### config.mk
export PLATFORM = sky130hd
export DESIGN_NAME = mbe_mul
export DESIGN_NICKNAME = d
export VERILOG_FILES = /design/src/rtl/mbe_pkg.sv /design/src/rtl/mbe_mul.sv
export SDC_FILE = /design/constraint.sdc
export NUM_CORES = 2
export LEC_CHECK = 0
export BUFFER_PORTS_ARGS = -buffer_cell sky130_fd_sc_hd__buf_2
export CELL_PAD_IN_SITES_DETAIL_PLACEMENT = 0
export CELL_PAD_IN_SITES_GLOBAL_PLACEMENT = 1
export CORE_MARGIN = 2
export CORE_UTILIZATION = 50
export DETAILED_ROUTE_END_ITERATION = 16
export GPL_ROUTABILITY_DRIVEN = 0
export PLACE_DENSITY = 0.91
export SLEW_MARGIN = 20
export SYNTH_ARGS = -nofsm -noshare
export SYNTH_HDL_FRONTEND = slang
export SYNTH_SLANG_ARGS = --single-unit
### constraint.sdc
create_clock -name clk -period 12.9 [get_ports clk]
set_clock_uncertainty 0.15 [all_clocks]
set_input_delay 0 -clock clk [delete_from_list [all_inputs] [get_ports clk]]
set_output_delay 0 -clock clk [all_outputs]
set_load 0.01 [all_outputs]
### src/rtl/mbe_pkg.sv
`timescale 1ns / 1ps
// ----------------------------------------------------------------------------
// mbe_pkg
// Shared types and constants for the Mandelbrot escape-time evaluator.
// ----------------------------------------------------------------------------
package mbe_pkg;

    localparam int FRAC_BITS  = 60;
    localparam int DATA_W     = 64;
    localparam int PROD_W     = 2 * DATA_W;
    localparam int HALF_W     = DATA_W / 2;
    localparam int STEP_W     = 63;
    localparam int COORD_W    = 12;
    localparam int COUNT_W    = 16;
    localparam int REG_IDX_W  = 3;

    // Configuration register indexes
    localparam logic [REG_IDX_W-1:0] REG_MAX_ITER   = 3'd0;
    localparam logic [REG_IDX_W-1:0] REG_LEFT_EDGE  = 3'd1;
    localparam logic [REG_IDX_W-1:0] REG_LOWER_EDGE = 3'd2;
    localparam logic [REG_IDX_W-1:0] REG_STEP_REAL  = 3'd3;
    localparam logic [REG_IDX_W-1:0] REG_STEP_IMAG  = 3'd4;

    localparam logic [COUNT_W-1:0] MAX_ITER_RESET = 16'd256;
    localparam logic [DATA_W-1:0]  EDGE_RESET     = 64'd0 - (64'd2 << FRAC_BITS);
    localparam logic [STEP_W-1:0]  STEP_RESET     = 63'd1 << (FRAC_BITS - 8);
    localparam logic [DATA_W-1:0]  FOUR           = 64'd4 << FRAC_BITS;

    typedef struct packed {
        logic              start;
        logic [DATA_W-1:0] a;
        logic [DATA_W-1:0] b;
    } mbe_mul_req_t;

    typedef struct packed {
        logic              done;
        logic [PROD_W-1:0] product;
    } mbe_mul_resp_t;

endpackage

### src/rtl/mbe_mul.sv
`timescale 1ns / 1ps
// ----------------------------------------------------------------------------
// mbe_mul
// 64x64 unsigned multiplier built from one 32x32 multiplier, four partial
// products accumulated over consecutive cycles.
// ----------------------------------------------------------------------------
module mbe_mul (
    input  logic                  clk,
    input  logic                  rst_n,
    input  mbe_pkg::mbe_mul_req_t req,
    output mbe_pkg::mbe_mul_resp_t resp
);
    import mbe_pkg::*;

    logic [DATA_W-1:0] a_reg;
    logic [DATA_W-1:0] b_reg;
    logic [2:0]        cnt_reg;
    logic              busy_reg;
    logic [DATA_W-1:0] pp_reg;
    logic [1:0]        pp_sel_reg;
    logic              pp_valid_reg;
    logic [PROD_W-1:0] acc_reg;
    logic              done_reg;

    logic [HALF_W-1:0] a_half;
    logic [HALF_W-1:0] b_half;
    logic [DATA_W-1:0] pp_next;
    logic [PROD_W-1:0] pp_shifted;

    always_comb
    begin
        a_half  = cnt_reg[0] ? a_reg[DATA_W-1:HALF_W] : a_reg[HALF_W-1:0];
        b_half  = cnt_reg[1] ? b_reg[DATA_W-1:HALF_W] : b_reg[HALF_W-1:0];
        pp_next = DATA_W'(a_half) * DATA_W'(b_half);
    end

    // weight of a partial product: 2^(32 * (a half + b half))
    always_comb
    begin
        unique case (pp_sel_reg)
            2'd0:    pp_shifted = {{DATA_W{1'b0}}, pp_reg};
            2'd3:    pp_shifted = {pp_reg, {DATA_W{1'b0}}};
            default: pp_shifted = {{HALF_W{1'b0}}, pp_reg, {HALF_W{1'b0}}};
        endcase
    end

    always_ff @(posedge clk or negedge rst_n)
    begin
        if (!rst_n)
        begin
            a_reg        <= '0;
            b_reg        <= '0;
            cnt_reg      <= '0;
            busy_reg     <= 1'b0;
            pp_reg       <= '0;
            pp_sel_reg   <= '0;
            pp_valid_reg <= 1'b0;
            acc_reg      <= '0;
            done_reg     <= 1'b0;
        end
        else
        begin
            done_reg <= 1'b0;
            if (req.start)
            begin
                a_reg        <= req.a;
                b_reg        <= req.b;
                cnt_reg      <= '0;
                busy_reg     <= 1'b1;
                pp_valid_reg <= 1'b0;
                acc_reg      <= '0;
            end
            else if (busy_reg)
            begin
                if (cnt_reg < 3'd4)
                begin
                    pp_reg       <= pp_next;
                    pp_sel_reg   <= cnt_reg[1:0];
                    pp_valid_reg <= 1'b1;
                    cnt_reg      <= cnt_reg + 3'd1;
                end
                else
                begin
                    pp_valid_reg <= 1'b0;
                end
                if (pp_valid_reg)
                begin
                    acc_reg <= acc_reg + pp_shifted;
                    if (pp_sel_reg == 2'd3)
                    begin
                        busy_reg <= 1'b0;
                        done_reg <= 1'b1;
                    end
                end
            end
        end
    end

    assign resp.done    = done_reg;
    assign resp.product = acc_reg;

endmodule

# [Word-level counts from Yosys, hierarchy flattened]
# Index checks and enable logic that the tools add are counted.
[op_classes] add_sub_neg=2 multipliers=1 magnitude_cmp=1 n_eq_ne=1 muxes=20 bitwise_logic=1 reduce_logical=7
[op_table] operator="$mux 128" n=3
[op_table] operator="$pmux 128 s2" n=1
[op_table] operator="$add 128x128->128" n=1
[op_table] operator="$mul 32x32->64" n=1
[op_table] operator="$mux 32" n=2
[op_table] operator="$mux 1" n=11
[op_table] operator="$mux 3" n=3
[op_table] operator="$reduce_bool 2->1" n=3
[op_table] operator="$reduce_and 2->1" n=2
[op_table] operator="$add 3x1->3 const B" n=1
[op_table] operator="$lt 3x3->1 const B" n=1
[op_table] operator="$reduce_and 3->1" n=1
[op_table] operator="$eq 2x2->1 const B" n=1
[op_table] operator="$logic_not 2->1" n=1
[op_table] operator="$not 1->1" n=1
[totals] regBits=328 wordCells=42

# [Depth between registers and ports, before layout]
[logic_depth] ltp_word=6 depth_mapped=34

# [Worst setup path after synthesis]
# Ideal clock, no wire load.
[synth_path] path_kind="reg2reg" from="reg cnt_reg[1]" to="reg pp_reg[56]" setup_time_ns=0.069 t_arrival_ns=8.735 slack_ns=3.946 stages_incl_launch_ff=32 synth_period_minus_slack_ns=8.954 cell_sequence="dfrtp_1 > clkbuf_1 > clkbuf_1 > buf_1 > mux2i_1 > clkbuf_1 > nor2_1 > fa_1 > inv_1 > fa_1 > fa_1 > fa_1 > inv_1 > fa_1 > inv_1 > fa_1 > inv_1 > fa_1 > fa_1 > ha_1 > clkbuf_2 > o21a_1 > nor2_1 > o21ai_0 > a31o_2 > a31oi_1 > o31a_1 > o21a_1 > o31ai_2 > a311oi_1 > or4_1 > nand3_1"
[synth_via] elab_chain_cells=2 word_cells_on_any_way=4 classes_between="1 x mul; 1 x order compare; 1 x mux; 1 x reduce/logical"
[synth_rtl] element="from (decl)" line="mbe_mul.sv:17" rtl="logic [2:0] cnt_reg;"
[synth_rtl] element="from (signal assigned)" line="mbe_mul.sv:80" rtl="cnt_reg <= cnt_reg + 3'd1;"
[synth_rtl] element="$mux 32 or $lt 3x3->1 (tied branches)" line="mbe_mul.sv:33, mbe_mul.sv:75"
[synth_rtl] element="$mul 32x32->64 or $reduce_and 3->1 (tied branches)"
[synth_rtl] element="to (signal assigned)" line="mbe_mul.sv:77" rtl="pp_reg <= pp_next;"
[synth_rtl] element="to (decl)" line="mbe_mul.sv:19" rtl="logic [DATA_W-1:0] pp_reg;"
# Parallel ways exist; a longest one is shown, timed or not.
# A chain may end at the register's enable or synchronous reset.

# [Final worst setup path]
[layout_path] from="reg cnt_reg[0]" to="reg pp_reg[58]"
[layout_via] elab_chain_cells=2 word_cells_on_any_way=4 classes_between="1 x mul; 1 x order compare; 1 x mux; 1 x reduce/logical"
[layout_rtl] element="$mux 32 or $lt 3x3->1 (tied branches)" line="mbe_mul.sv:32, mbe_mul.sv:75"
[layout_rtl] element="$mul 32x32->64 or $reduce_and 3->1 (tied branches)"
# Parallel ways exist; a longest one is shown, timed or not.

==> impl_metrics.ini <==
[min_path]
hold-path-endpoint = b_reg[26]
min_from = req[26]
hold_path.class = input port to register
whs_path_depth = 3

[sta]
hold_viol = 0
slew_violations = 0
finalCriticalPeriod_ns = 9.772
worst_pin_slew_ns = 1.173
max_freq_mhz = 102.3
slew_headroom = 0.2023
finalCritPeriodShare = 0.7575
tns_ns = 0
rsz0062_at_grt = false
setup_viol = 0

[floorplanning]
initial_utilization = 0.5056
core_sq_mm = 0.1092
die_area_sq_mm = 0.1131
pin_count = 260
die_h_um = 336.2
die_w_um = 336.2
fp-row-count = 121

[clocking]
clk_pin_slew_worst_paths_ns = 0.07
root_buffer = clkbuf_16
clk_path_buf_depth = 3
clkLatencyLatePin_ns = 0.63
hold_buffers = 142
cts_tree = done
clock-sinks = 328
cts_resized = 0
cts_setup_buffers = 0
htree_levels = 2
cts_made_buffers = 38

[final_layout]
n_fill_cell = 9770
num-nets-final = 7961
layout-drive-gt1-share = 0.1034
largest_reg_flops = 128
final_area_sq_mm = 0.06043
fin_cells = 8046
syn2layout_area_growth_pct = 9.483

[global_routing]
grt_max_degree = 106
grt_usage = 0.3537
grt_pass1_wl_um = 300300
grt_pass1_vias = 49180
gr-total-overflow = 0
antenna_found_initial = 2

[place]
dpl.hpwl_um = 151500
dp_cells = 7834
placed_area_sq_mm = 0.05775
port_buffers = 259

[synthesis]
syn_inst = 6375
syn_area_per_cell_sq_um = 8.658
yosysWarnings = 0
synth_edf_count = 0
ys_seq_area_frac = 0.1487
synthArstFlopShare = 1.000
yosys.cell_types.count = 87
syn_area_sq_mm = 0.05519
synth_nets = 7796
synth-main-ff-cell = dfrtp_1
ys_ff_latch = 328

[routing]
drt-initial-drc-count = 5301
dr.pass1.iters = 8
ant_nets = 0
route.top_layer_used = met5
vias = 48350
drc_errors = 0
met1_length_um = 73780
wl_um = 198700
routedWlPerCell_um = 24.69
vias_per_cell = 6.009
met2_wirelength_um = 84310
met3_length_um = 25710

[critical_path]
ff2ff_path_depth = 27
cp_max_fo = 38
cp.arrival_ns = 10.15
cp-end-kind = register
startpoint_type = register
path_class = register to register
ff2ff_setup_slack_ns = 3.13
cp.required_ns = 13.28
rr_endpoint = pp_reg[58]
r2r-start = cnt_reg[0]

[flow_run]
drv_cap = 0

[outcome]
outcome = finished clean
==> Yosys cell counts (all sizes together), types with 19 or more instances <==
| cell | n | area [sq um] |
|---|---|---|
| buf | 33 | 202.7 |
| a21o | 122 | 917.1 |
| or3 | 20 | 125.1 |
| nor3 | 41 | 205.2 |
| mux2 | 193 | 2173 |
| ha | 393 | 4917 |
| nand3 | 46 | 230.2 |
| a211oi | 25 | 192.7 |
| o211ai | 23 | 177.7 |
| and2 | 78 | 491.7 |
| clkbuf | 323 | 1236 |
| fa | 897 | 17960 |
| mux2i | 65 | 650.6 |
| nand4 | 91 | 569.3 |
| o21a | 30 | 225.2 |
| nor2 | 734 | 2755 |
| a31oi | 19 | 118.9 |
| inv | 937 | 3517 |
| o31ai | 19 | 157.7 |
| nand2 | 909 | 3412 |
| xor2 | 69 | 604.3 |
| o21bai | 53 | 401.6 |
| dfrtp | 328 | 8208 |
| o21ai | 272 | 1365 |
| a22o | 32 | 280.3 |
| xnor2 | 84 | 735.7 |
| and3 | 22 | 152.6 |
| a21oi | 331 | 1657 |
==> area by class of cell <==
cell class	instances	area [sq um]	share of cell area
diodes	2	5.005	0.00008282
clock buffers	46	1032	0.01708
clock inverters	22	193.9	0.003209
inverters	937	3517	0.05820
multi-input cells	4749	42220	0.6987
flip-flops and latches	328	8215	0.1360
well taps	1476	1847	0.03056
repair buffers	486	3396	0.05620
==> worst max-delay path by stage <==
stage                    start         end  slack, ns  depth (start not counted)
finish              cnt_reg[0]  pp_reg[58]       3.13                         27
global route        cnt_reg[0]  pp_reg[58]       2.74                         28
CTS                 cnt_reg[0]  pp_reg[54]       3.30                         28
detailed placement  cnt_reg[0]  pp_reg[52]       3.29                         27
global placement    cnt_reg[0]  pp_reg[52]       3.40                         27
floorplan           cnt_reg[1]  pp_reg[56]       3.95                         31
==> worst max-delay path, stage by stage, from the launching register on <==
cell     delay [ns]
dfrtp_4        0.79
buf_4          0.64
mux2i_4        0.90
nor2_1         0.15
fa_1           0.43
fa_1           0.54
inv_1          0.05
fa_1           0.41
fa_1           0.42
inv_1          0.09
fa_1           0.44
fa_1           0.50
fa_1           0.54
inv_1          0.07
fa_1           0.51
inv_1          0.05
ha_1           0.34
a21o_1         0.20
a21o_1         0.20
and2_1         0.16
a31o_2         0.22
a31oi_1        0.31
o31a_1         0.36
o41ai_1        0.18
nor4_1         0.43
nor3_1         0.13
o21a_1         0.21
o31ai_1        0.21
==> cell usage in the layout, fill, tap and decap left out, types with 20 or more instances in the layout <==
| cell | n |
|---|---|
| mux2_2 | 183 |
| ha_1 | 392 |
| buf_4 | 84 |
| a22o_1 | 32 |
| fa_1 | 897 |
| mux2i_2 | 40 |
| buf_2 | 257 |
| a21oi_1 | 331 |
| mux2i_1 | 20 |
| nor3_1 | 41 |
| nand3_1 | 46 |
| clkbuf_16 | 39 |
| dlygate4sd3_1 | 141 |
| xor2_1 | 69 |
| xnor2_1 | 84 |
| o21bai_1 | 52 |
| a21o_1 | 121 |
| o211ai_1 | 22 |
| nor2_1 | 732 |
| a211oi_1 | 24 |
| o21a_1 | 30 |
| or3_1 | 20 |
| nand2_1 | 908 |
| nand4_1 | 91 |
| o21ai_0 | 263 |
| and2_1 | 75 |
| inv_1 | 937 |
| dfrtp_1 | 326 |
==> per-layer routing <==
| metal | up-vias | track usage |
|---|---|---|
| li1 | 20710 | - |
| met2 | 3244 | 0.5337 |
| met5 | - | 0 |
| met3 | 754 | 0.1081 |
| met4 | 2 | 0.2093 |
| met1 | 23640 | 0.4487 |
==> metrics by stage <==
step,setup slack (ns),util,hold WS (ns)
CTS,3.298,0.5535,0.00009226
floorplan,3.946,-,-0.4456
global route,2.736,0.5535,0.01862
detailed placement,3.287,0.5291,-0.04279
global placement,3.404,0.5291,-0.04924
finish,3.128,0.5536,0.01374
==> kinds of logic after synthesis <==
family,share of synthesized area
AND/OR/NAND/NOR,0.1533
buffers and inverters,0.09070
XOR/XNOR,0.02428
multiplexers,0.05116
adder cells (fa/ha/maj),0.4144
AO/OA/AOI/OAI,0.1174
flip-flops,0.1487
Power is not shown: default switching activity piles up to over one toggle a cycle in this logic, so the estimate is an artifact.
